<file path="src/hdl/hdlc_style_deframer_crc_check_unit_assert.svh">
// Assertion macros used by the HDLC deframer top level.
`ifndef HDLC_STYLE_DEFRAMER_CRC_CHECK_UNIT_ASSERT_SVH
`define HDLC_STYLE_DEFRAMER_CRC_CHECK_UNIT_ASSERT_SVH

// Same-cycle implication, disabled while reset is high.
`define HDLC_DFR_ASSERT_IMPL(label, clk, rst, ante, cons) \
   label: assert property (@(posedge clk) disable iff (rst) (ante) |-> (cons)) \
      else $error("hdlc deframer: same-cycle check failed");

// Next-cycle implication, disabled while reset is high.
`define HDLC_DFR_ASSERT_NEXT(label, clk, rst, ante, cons) \
   label: assert property (@(posedge clk) disable iff (rst) (ante) |=> (cons)) \
      else $error("hdlc deframer: next-cycle check failed");

`endif

</file>
<file path="src/hdl/hdlc_dfr_pkg.sv">
// Types and constants shared by the HDLC deframer modules.
`default_nettype none

package hdlc_dfr_pkg;

   localparam int unsigned CountW   = 7;
   localparam int unsigned LenW     = 6;
   localparam int unsigned MaxFrame = 64;
   localparam int unsigned QDepth   = 4;
   localparam int unsigned QPtrW    = 2;

   localparam logic [7:0]  FLAG_BYTE = 8'h7E;
   localparam logic [7:0]  ESC_BYTE  = 8'h7D;
   localparam logic [7:0]  ESC_FLAG  = 8'h5E;
   localparam logic [7:0]  ESC_ESC   = 8'h5D;
   localparam logic [15:0] CRC_POLY  = 16'h8408;
   localparam logic [15:0] CRC_INIT  = 16'hFFFF;

   typedef logic [CountW-1:0] count_type;
   typedef logic [LenW-1:0]   len_type;

   typedef enum logic [1:0] {
      MODE_HUNT = 2'd0,
      MODE_DATA = 2'd1,
      MODE_ESC  = 2'd2
   } rx_mode_type;

   typedef enum logic [1:0] {
      CMD_STORE = 2'd0,
      CMD_CLOSE = 2'd1,
      CMD_DROP  = 2'd2
   } cmd_kind_type;

   typedef enum logic {
      BACK_CMD  = 1'b0,
      BACK_EMIT = 1'b1
   } back_state_type;

   // One command from the front end: a decoded byte to store at an index,
   // a frame close with the decoded byte count, or a frame drop.
   typedef struct packed {
      cmd_kind_type kind;
      logic [7:0]   data;
      count_type    count;
   } cmd_type;

endpackage

`default_nettype wire

</file>
<file path="src/hdl/hdlc_dfr_front.sv">
// Front end: delimiter hunt, unstuffing, length limit and command issue.
`default_nettype none

module hdlc_dfr_front
   import hdlc_dfr_pkg::*;
#(
   parameter int unsigned BUFFER_DEPTH = 64
) (
   input  wire logic       clock,
   input  wire logic       reset,
   input  wire logic       req_valid,
   output logic            req_stall,
   input  wire logic [7:0] req_rx_byte,
   input  wire logic       csr_wen,
   input  wire logic [6:0] csr_wdata,
   input  wire logic       q_full,
   output logic            cmd_push,
   output cmd_type         cmd_out
);

   localparam int unsigned BufCap = (BUFFER_DEPTH < MaxFrame) ? BUFFER_DEPTH : MaxFrame;
   localparam count_type CapCount = count_type'(BufCap);
   localparam count_type ResetMax = count_type'(MaxFrame);

   rx_mode_type mode_ff, mode_in;
   count_type   count_ff, count_in;
   count_type   max_ff;
   count_type   limit;
   logic        accept;
   logic        store_ok;

   assign req_stall = q_full;
   assign accept    = req_valid && !q_full;
   assign limit     = (max_ff > CapCount) ? CapCount : max_ff;
   assign store_ok  = count_ff < limit;

   always_ff @(posedge clock) begin
      if (reset) begin
         mode_ff  <= MODE_HUNT;
         count_ff <= '0;
         max_ff   <= ResetMax;
      end else begin
         mode_ff  <= mode_in;
         count_ff <= count_in;
         if (csr_wen) begin
            max_ff <= csr_wdata;
         end
      end
   end

   always_comb begin
      mode_in       = mode_ff;
      count_in      = count_ff;
      cmd_push      = 1'b0;
      cmd_out.kind  = CMD_DROP;
      cmd_out.data  = req_rx_byte;
      cmd_out.count = count_ff;
      if (accept) begin
         case (mode_ff)
            MODE_DATA: begin
               if (req_rx_byte == ESC_BYTE) begin
                  mode_in = MODE_ESC;
               end else if (req_rx_byte == FLAG_BYTE) begin
                  cmd_push     = 1'b1;
                  cmd_out.kind = CMD_CLOSE;
                  count_in     = '0;
                  mode_in      = MODE_HUNT;
               end else if (store_ok) begin
                  cmd_push     = 1'b1;
                  cmd_out.kind = CMD_STORE;
                  count_in     = count_ff + count_type'(1);
               end else begin
                  cmd_push = 1'b1;
                  count_in = '0;
                  mode_in  = MODE_HUNT;
               end
            end
            MODE_ESC: begin
               if ((req_rx_byte inside {ESC_FLAG, ESC_ESC}) && store_ok) begin
                  cmd_push     = 1'b1;
                  cmd_out.kind = CMD_STORE;
                  cmd_out.data = (req_rx_byte == ESC_FLAG) ? FLAG_BYTE : ESC_BYTE;
                  count_in     = count_ff + count_type'(1);
                  mode_in      = MODE_DATA;
               end else begin
                  // Bad escape or overflow: the frame is abandoned.
                  cmd_push = 1'b1;
                  count_in = '0;
                  mode_in  = MODE_HUNT;
               end
            end
            default: begin
               if (req_rx_byte == FLAG_BYTE) begin
                  count_in = '0;
                  mode_in  = MODE_DATA;
               end else begin
                  mode_in = MODE_HUNT;
               end
            end
         endcase
      end
   end

endmodule

`default_nettype wire

</file>
<file path="src/hdl/hdlc_dfr_cmdq.sv">
// Small command FIFO between the front end and the back end.
`default_nettype none

module hdlc_dfr_cmdq
   import hdlc_dfr_pkg::*;
(
   input  wire logic    clock,
   input  wire logic    reset,
   input  wire logic    push,
   input  wire cmd_type push_cmd,
   input  wire logic    pop,
   output cmd_type      head_cmd,
   output logic         full,
   output logic         empty
);

   cmd_type                entry_ff [QDepth];
   logic [QPtrW-1:0]       wr_ptr_ff, rd_ptr_ff;
   logic [QPtrW:0]         fill_ff;

   assign full     = fill_ff == (QPtrW+1)'(QDepth);
   assign empty    = fill_ff == '0;
   assign head_cmd = entry_ff[rd_ptr_ff];

   always_ff @(posedge clock) begin
      if (reset) begin
         wr_ptr_ff <= '0;
         rd_ptr_ff <= '0;
         fill_ff   <= '0;
      end else begin
         if (push) begin
            wr_ptr_ff <= wr_ptr_ff + QPtrW'(1);
         end
         if (pop) begin
            rd_ptr_ff <= rd_ptr_ff + QPtrW'(1);
         end
         if (push && !pop) begin
            fill_ff <= fill_ff + (QPtrW+1)'(1);
         end else if (pop && !push) begin
            fill_ff <= fill_ff - (QPtrW+1)'(1);
         end
      end
   end

   always_ff @(posedge clock) begin
      if (push) begin
         entry_ff[wr_ptr_ff] <= push_cmd;
      end
   end

endmodule

`default_nettype wire

</file>
<file path="src/hdl/hdlc_dfr_back.sv">
// Back end: frame buffer, running CRC, frame check and payload readout.
`default_nettype none

module hdlc_dfr_back
   import hdlc_dfr_pkg::*;
#(
   parameter int unsigned BUFFER_DEPTH = 64
) (
   input  wire logic    clock,
   input  wire logic    reset,
   input  wire logic    cmd_valid,
   input  wire cmd_type cmd_in,
   output logic         cmd_pop,
   output logic         rsp_valid,
   input  wire logic    rsp_stall,
   output logic [7:0]   rsp_payload_byte,
   output logic         rsp_is_last,
   output len_type      rsp_payload_length
);

   localparam int unsigned BufWords = (BUFFER_DEPTH < MaxFrame) ? BUFFER_DEPTH : MaxFrame;
   localparam int unsigned AddrW    = $clog2(BufWords);

   function automatic logic [15:0] crc_fold(input logic [15:0] crc, input logic [7:0] b);
      logic [15:0] c;
      c = crc ^ {8'h00, b};
      for (int i = 0; i < 8; i++) begin
         c = c[0] ? ((c >> 1) ^ CRC_POLY) : (c >> 1);
      end
      return c;
   endfunction

   logic [7:0]     frame_mem_ff [BufWords];
   back_state_type state_ff, state_in;
   logic [15:0]    crc_ff, crc_in;
   logic [7:0]     hold_new_ff, hold_new_in;
   logic [7:0]     hold_old_ff, hold_old_in;
   len_type        rd_idx_ff, rd_idx_in;
   len_type        plen_ff, plen_in;
   logic           pend_ff;
   logic           pend_last_ff;
   len_type        pend_len_ff;
   logic [7:0]     rd_data_ff;
   logic           rsp_valid_ff;
   logic [7:0]     rsp_byte_ff;
   logic           rsp_last_ff;
   len_type        rsp_len_ff;
   logic           mem_we;
   logic           issue;
   logic           issue_last;

   assign rsp_valid          = rsp_valid_ff;
   assign rsp_payload_byte   = rsp_byte_ff;
   assign rsp_is_last        = rsp_last_ff;
   assign rsp_payload_length = rsp_len_ff;
   assign issue_last         = rd_idx_ff == (plen_ff - len_type'(1));

   always_comb begin
      state_in    = state_ff;
      crc_in      = crc_ff;
      hold_new_in = hold_new_ff;
      hold_old_in = hold_old_ff;
      rd_idx_in   = rd_idx_ff;
      plen_in     = plen_ff;
      cmd_pop     = 1'b0;
      mem_we      = 1'b0;
      issue       = 1'b0;
      case (state_ff)
         BACK_CMD: begin
            if (cmd_valid) begin
               cmd_pop = 1'b1;
               case (cmd_in.kind)
                  CMD_STORE: begin
                     mem_we      = 1'b1;
                     hold_new_in = cmd_in.data;
                     hold_old_in = hold_new_ff;
                     // The CRC trails the stored bytes by two.
                     if (cmd_in.count >= count_type'(2)) begin
                        crc_in = crc_fold(crc_ff, hold_old_ff);
                     end
                  end
                  CMD_CLOSE: begin
                     crc_in = CRC_INIT;
                     if ((cmd_in.count > count_type'(2)) &&
                         ({hold_new_ff, hold_old_ff} == ~crc_ff)) begin
                        state_in  = BACK_EMIT;
                        rd_idx_in = '0;
                        plen_in   = len_type'(cmd_in.count - count_type'(2));
                     end
                  end
                  default: begin
                     crc_in = CRC_INIT;
                  end
               endcase
            end
         end
         BACK_EMIT: begin
            if (!pend_ff && (!rsp_valid_ff || !rsp_stall)) begin
               issue     = 1'b1;
               rd_idx_in = rd_idx_ff + len_type'(1);
               if (issue_last) begin
                  state_in = BACK_CMD;
               end
            end
         end
         default: begin
            state_in = BACK_CMD;
         end
      endcase
   end

   always_ff @(posedge clock) begin
      if (reset) begin
         state_ff     <= BACK_CMD;
         crc_ff       <= CRC_INIT;
         pend_ff      <= 1'b0;
         rsp_valid_ff <= 1'b0;
      end else begin
         state_ff     <= state_in;
         crc_ff       <= crc_in;
         pend_ff      <= issue;
         rsp_valid_ff <= pend_ff || (rsp_valid_ff && rsp_stall);
      end
   end

   always_ff @(posedge clock) begin
      hold_new_ff <= hold_new_in;
      hold_old_ff <= hold_old_in;
      rd_idx_ff   <= rd_idx_in;
      plen_ff     <= plen_in;
      if (issue) begin
         rd_data_ff   <= frame_mem_ff[rd_idx_ff[AddrW-1:0]];
         pend_last_ff <= issue_last;
         pend_len_ff  <= plen_ff;
      end
      if (mem_we) begin
         frame_mem_ff[cmd_in.count[AddrW-1:0]] <= cmd_in.data;
      end
      if (pend_ff) begin
         rsp_byte_ff <= rd_data_ff;
         rsp_last_ff <= pend_last_ff;
         rsp_len_ff  <= pend_len_ff;
      end
   end

endmodule

`default_nettype wire

</file>
<file path="src/hdl/hdlc_style_deframer_crc_check_unit.sv">
// Top level of the HDLC-style deframer with CRC-16/X-25 frame check.
`default_nettype none

// Receives one raw line byte per transaction on the req_ channel, finds frames
// between 0x7E delimiters, removes 0x7D escapes and checks the CRC-16/X-25
// carried in the last two decoded bytes (low byte first). Each good frame's
// payload comes out on the rsp_ channel as one transaction per byte, with
// rsp_is_last on the final byte and rsp_payload_length on every byte. Frames
// that are too short, fail the CRC, contain a bad escape or exceed the
// csr_ frame limit (capped at the buffer size) produce nothing. The front end
// takes one line byte per cycle while its 4-entry command queue has room; the
// back end stores one decoded byte per cycle outside readout and checks a
// closing frame as it pops the close command. Readout sends each byte through
// a registered buffer read and the output register, with no new read while one
// is pending, and the next frame's bytes wait in the queue, so req_stall rises
// once the queue fills. Write the limit register only while the block is idle.
module hdlc_style_deframer_crc_check_unit
   import hdlc_dfr_pkg::*;
#(
   parameter int unsigned BUFFER_DEPTH = 64
) (
   input  wire logic       clock,
   input  wire logic       reset,
   input  wire logic       req_valid,
   output logic            req_stall,
   input  wire logic [7:0] req_rx_byte,
   output logic            rsp_valid,
   input  wire logic       rsp_stall,
   output logic [7:0]      rsp_payload_byte,
   output logic            rsp_is_last,
   output logic [5:0]      rsp_payload_length,
   input  wire logic       csr_wen,
   input  wire logic [6:0] csr_wdata
);

   `include "hdlc_style_deframer_crc_check_unit_assert.svh"

   // Commands flow front end -> queue -> back end, strictly in order, so the
   // buffer is never overwritten while a frame is still being read out.
   cmd_type push_cmd;
   cmd_type head_cmd;
   logic    cmd_push;
   logic    cmd_pop;
   logic    q_full;
   logic    q_empty;

   hdlc_dfr_front #(
      .BUFFER_DEPTH (BUFFER_DEPTH)
   ) u_front (
      .clock       (clock),
      .reset       (reset),
      .req_valid   (req_valid),
      .req_stall   (req_stall),
      .req_rx_byte (req_rx_byte),
      .csr_wen     (csr_wen),
      .csr_wdata   (csr_wdata),
      .q_full      (q_full),
      .cmd_push    (cmd_push),
      .cmd_out     (push_cmd)
   );

   hdlc_dfr_cmdq u_cmdq (
      .clock    (clock),
      .reset    (reset),
      .push     (cmd_push),
      .push_cmd (push_cmd),
      .pop      (cmd_pop),
      .head_cmd (head_cmd),
      .full     (q_full),
      .empty    (q_empty)
   );

   hdlc_dfr_back #(
      .BUFFER_DEPTH (BUFFER_DEPTH)
   ) u_back (
      .clock              (clock),
      .reset              (reset),
      .cmd_valid          (!q_empty),
      .cmd_in             (head_cmd),
      .cmd_pop            (cmd_pop),
      .rsp_valid          (rsp_valid),
      .rsp_stall          (rsp_stall),
      .rsp_payload_byte   (rsp_payload_byte),
      .rsp_is_last        (rsp_is_last),
      .rsp_payload_length (rsp_payload_length)
   );

   // The front end must never push into a full queue.
   `HDLC_DFR_ASSERT_IMPL(a_no_push_full, clock, reset, cmd_push, !q_full)
   // The back end must never pop an empty queue.
   `HDLC_DFR_ASSERT_IMPL(a_no_pop_empty, clock, reset, cmd_pop, !q_empty)
   // A push into an empty queue, with nothing popped, leaves a command waiting.
   `HDLC_DFR_ASSERT_NEXT(a_push_lands, clock, reset, cmd_push && q_empty, !q_empty)
   // Every delivered payload byte belongs to a frame of at least one byte.
   `HDLC_DFR_ASSERT_IMPL(a_len_nonzero, clock, reset, rsp_valid, rsp_payload_length != 6'd0)

endmodule

`default_nettype wire

</file>
<file path="config.mk">
export PLATFORM = sky130hd
export DESIGN_NAME = hdlc_style_deframer_crc_check_unit
export DESIGN_NICKNAME = d
export VERILOG_FILES = /design/src/hdl/hdlc_dfr_pkg.sv /design/src/hdl/hdlc_dfr_front.sv /design/src/hdl/hdlc_dfr_cmdq.sv /design/src/hdl/hdlc_dfr_back.sv /design/src/hdl/hdlc_style_deframer_crc_check_unit.sv
export VERILOG_INCLUDE_DIRS = /design/src /design/src/hdl
export SDC_FILE = /design/constraint.sdc
export NUM_CORES = 1
export LEC_CHECK = 0
export BUFFER_PORTS_ARGS = -buffer_cell sky130_fd_sc_hd__buf_2
export CORE_MARGIN = 2
export CORE_UTILIZATION = 67
export DETAILED_ROUTE_END_ITERATION = 7
export PLACE_DENSITY = 0.95
export REMOVE_ABC_BUFFERS = 1
export SETUP_SLACK_MARGIN = 0.02
export SYNTH_ARGS = -nofsm -noshare
export SYNTH_HDL_FRONTEND = slang
export SYNTH_SLANG_ARGS = --single-unit
</file>
<file path="constraint.sdc">
create_clock -name clock -period 7.78 [get_ports clock]
set_clock_uncertainty 0.2 [all_clocks]
set_input_delay 1.167 -clock clock [delete_from_list [all_inputs] [get_ports clock]]
set_output_delay 1.167 -clock clock [all_outputs]
set_load 0.03 [all_outputs]
</file>
==> qor.csv <==
metric,value,unit
grt ovf,0,
die area,41700,um2
total routed wirelength,68.0,mm
share of Yosys cell area claimed by the top area cell type,71.4,%
Die W,204,um
Worst path slowest cell,dfxtp_1,
cell taking the most area after synthesis,edfxtp_1,
Syn. warnings,0,
met2 Resource Use GR,55.5,%
WS Path Type,flop to flop,
Pwr per Cell Area,299,nW/um2
WL/cell,33.8,um
hpwl dp,38.3,mm
Core Region,39600,um2
hold crit path type,flop to flop,
"commonest non-fill, non-tap cells in the layout","638 x edfxtp_1, 140 x mux4_2, 97 x nor2_1",
worst hold stages,0,
number of antenna violations at the first check in global routing,2,
# fillers,1978,
Post-CTS Hold Buffers,0,
worst-path fanout max,21,
Final Hold Vio Count,0,
path depth of the worst reg2reg path,7,
I/O Buffers,36,
relative slew slack,31.7,%
clock transition at the registers of the reported paths,0.06,ns
Worst path depth,7,
total power,8.85,mW
fin cells,2010,
DRC,0,
Yosys reg bits,682,
# placed instances,1892,
worst vdd ir,195,uV
Starting Density,67.7,%
Nets,1478,
"commonest non-fill, non-tap cell in the layout",edfxtp_1,
maximum clock frequency,225,MHz
Max stage delay on crit path,0.96,ns
critical path required time,7.79,ns
total CTS buffers,67,
fin. max-slew vios,0,
Worst Setup End Kind,flop,
"Core Util, Final",74.8,%
post-CTS sizing,0,
Cells after Synth,1384,
vias in the first global route,14500,
GR Layer Usage met3,7.06,%
Avg Inst Size Synth,19.4,um2
Post-CTS Setup Repair Bufs,0,
"antenna viol nets, final",0,
"EDFF count, synth",638,
TNS Setup,0,ns
# clock sinks,682,
1st-iter DRT viols,2299,
vias per cell,7.22,
asr flop ratio synth,0,%
"Cell Area, Synth",26800,um2
insertion delay to the later sink of the worst-skew pair,0.59,ns
die span in y,204,um
layout cells sized above 1,20.4,%
Leak,9.53,nW
sequential area share after synthesis,74.7,%
status,"complete, no violations",
critical path arrival,4.44,ns
dominant cells by area after synthesis,"edfxtp_1 71%, mux4_2 12%, dfxtp_1 3.3%, nor2_1 1.4%, xnor2_1 1.0%",
fin crit share,57.0,%
"delay-heaviest family, CP",simple AND/OR/NAND/NOR gates,
CTS tree,yes,
first-pass GRT wire length,99.6,mm
critical-path cell list,mux4_2 > nor3_1 > nand2b_1 > inv_2 > and2_1 > nand2_1 > nor2_1,
Final min period,4.44,ns
WP buf/inv,1,
Layout area overhead,10.5,%
drt pass-1 iters,6,
unrepaired setup endpoints after global routing,no,
num rows,73,
I/O pins,37,
CTS Buffer Depth,3,
clock root buffer,clkbuf_16,
via count,14500,
most common flop cell mapped by yosys,edfxtp_1,
Setup crit start kind,flop,
GR peak layer,met2,
H-Tree Depth,3,
gpl congestion,0.884,
Worst-Margin Slew,1.02,ns
global-route met1 utilization,43.7,%
final setup fails,0,
largest net degree at the start of global routing,132,
GRT Util Overall,34.0,%
"Distinct cells, synth",62,
Max-cap violations,0,
==> sequential cells by signal, summed over array words and instances (netlist names), 2 cells and up, named ones only <==
register,count
u_back.hold_new_ff,8
u_cmdq.fill_ff,3
u_back.rsp_payload_length,6
u_back.frame_mem_ff,512
u_front.count_ff,7
u_back.crc_ff,16
u_back.pend_len_ff,6
u_back.rd_idx_ff,6
u_cmdq.wr_ptr_ff,2
u_front.max_ff,7
u_front.mode_ff,2
u_cmdq.rd_ptr_ff,2
u_cmdq.entry_ff,68
u_back.hold_old_ff,8
u_back.rd_data_ff,8
u_back.plen_ff,6
u_back.rsp_payload_byte,8
==> worst paths after layout <==
kind / start / to / slack (ns)
worst max-delay path: flop / u_back.frame_mem_ff[21][0] / 3.34
worst min-delay path: u_back.pend_len_ff[4] / u_back.rsp_payload_length[4] / 0.22
worst max register to register: flop / u_back.frame_mem_ff[21][0] / 3.34
worst min register to register: u_back.pend_len_ff[4] / u_back.rsp_payload_length[4] / 0.22
==> logic make-up (layout without fill, tap and decap cells) <==
group	after synthesis	count (layout)	synth area share [%]
AO/OA/AOI/OAI	127	127	3.63
multiplexers	169	169	13.1
flip-flops	682	682	74.7
adder cells (fa/ha/maj)	22	22	1.05
AND/OR/NAND/NOR	243	243	4.43
XOR/XNOR	52	52	1.70
other	0	3	0
buffers and inverters	89	187	1.45
==> cell type report <==
| class | instances | area (um2) | share of cell area (%) |
|---|---|---|---|
| diodes | 3 | 7.51 | 0.0253 |
| repair buffers | 46 | 280 | 0.945 |
| clock buffers | 80 | 1810 | 6.11 |
| well taps | 525 | 657 | 2.22 |
| flip-flops and latches | 682 | 20000 | 67.6 |
| multi-input cells | 613 | 6420 | 21.7 |
| inverters | 26 | 97.6 | 0.329 |
| clock inverters | 35 | 334 | 1.13 |
==> Yosys cell counts (8+ instances only) <==
master	n
and2_1	11
a21oi_1	16
mux4_2	143
nor2_1	97
edfxtp_1	638
nor4_1	10
buf_1	10
mux2i_1	24
ha_1	21
xnor2_1	31
nand2_1	49
dfxtp_1	44
clkbuf_1	35
a2bb2oi_2	10
o21ai_0	8
o22ai_1	36
inv_1	24
xor2_1	21
nand2b_1	8
nor3_1	14
a22oi_1	12
buf_2	13
nand3_1	13
==> power breakdown <==
| part | internal [mW] | switching [mW] | leakage [nW] |
|---|---|---|---|
| clock | 1.86 | 1.36 | 1.04 |
| sequential | 4.44 | 0.0857 | 6.16 |
| combinational | 0.291 | 0.813 | 2.34 |
==> through the flow <==
stage / cell area [um2] / worst slack, ns / hold slack (ns)
after floorplan: 26600 / 0.608 / 0.200
after global placement: 27500 / 3.84 / 0.205
after detailed placement: 27500 / 3.56 / 0.205
after CTS: 29600 / 3.43 / 0.223
after global routing: 29600 / 3.24 / 0.233
final: 29600 / 3.34 / 0.218
==> layer usage <==
metal / part of all wire (%) / up-vias
met5: 0 / -
met4: 6.6 / 0
met3: 12 / 278
met2: 49 / 1319
met1: 33 / 7224
li1: - / 5689
Power figures use the tool's default switching activity.
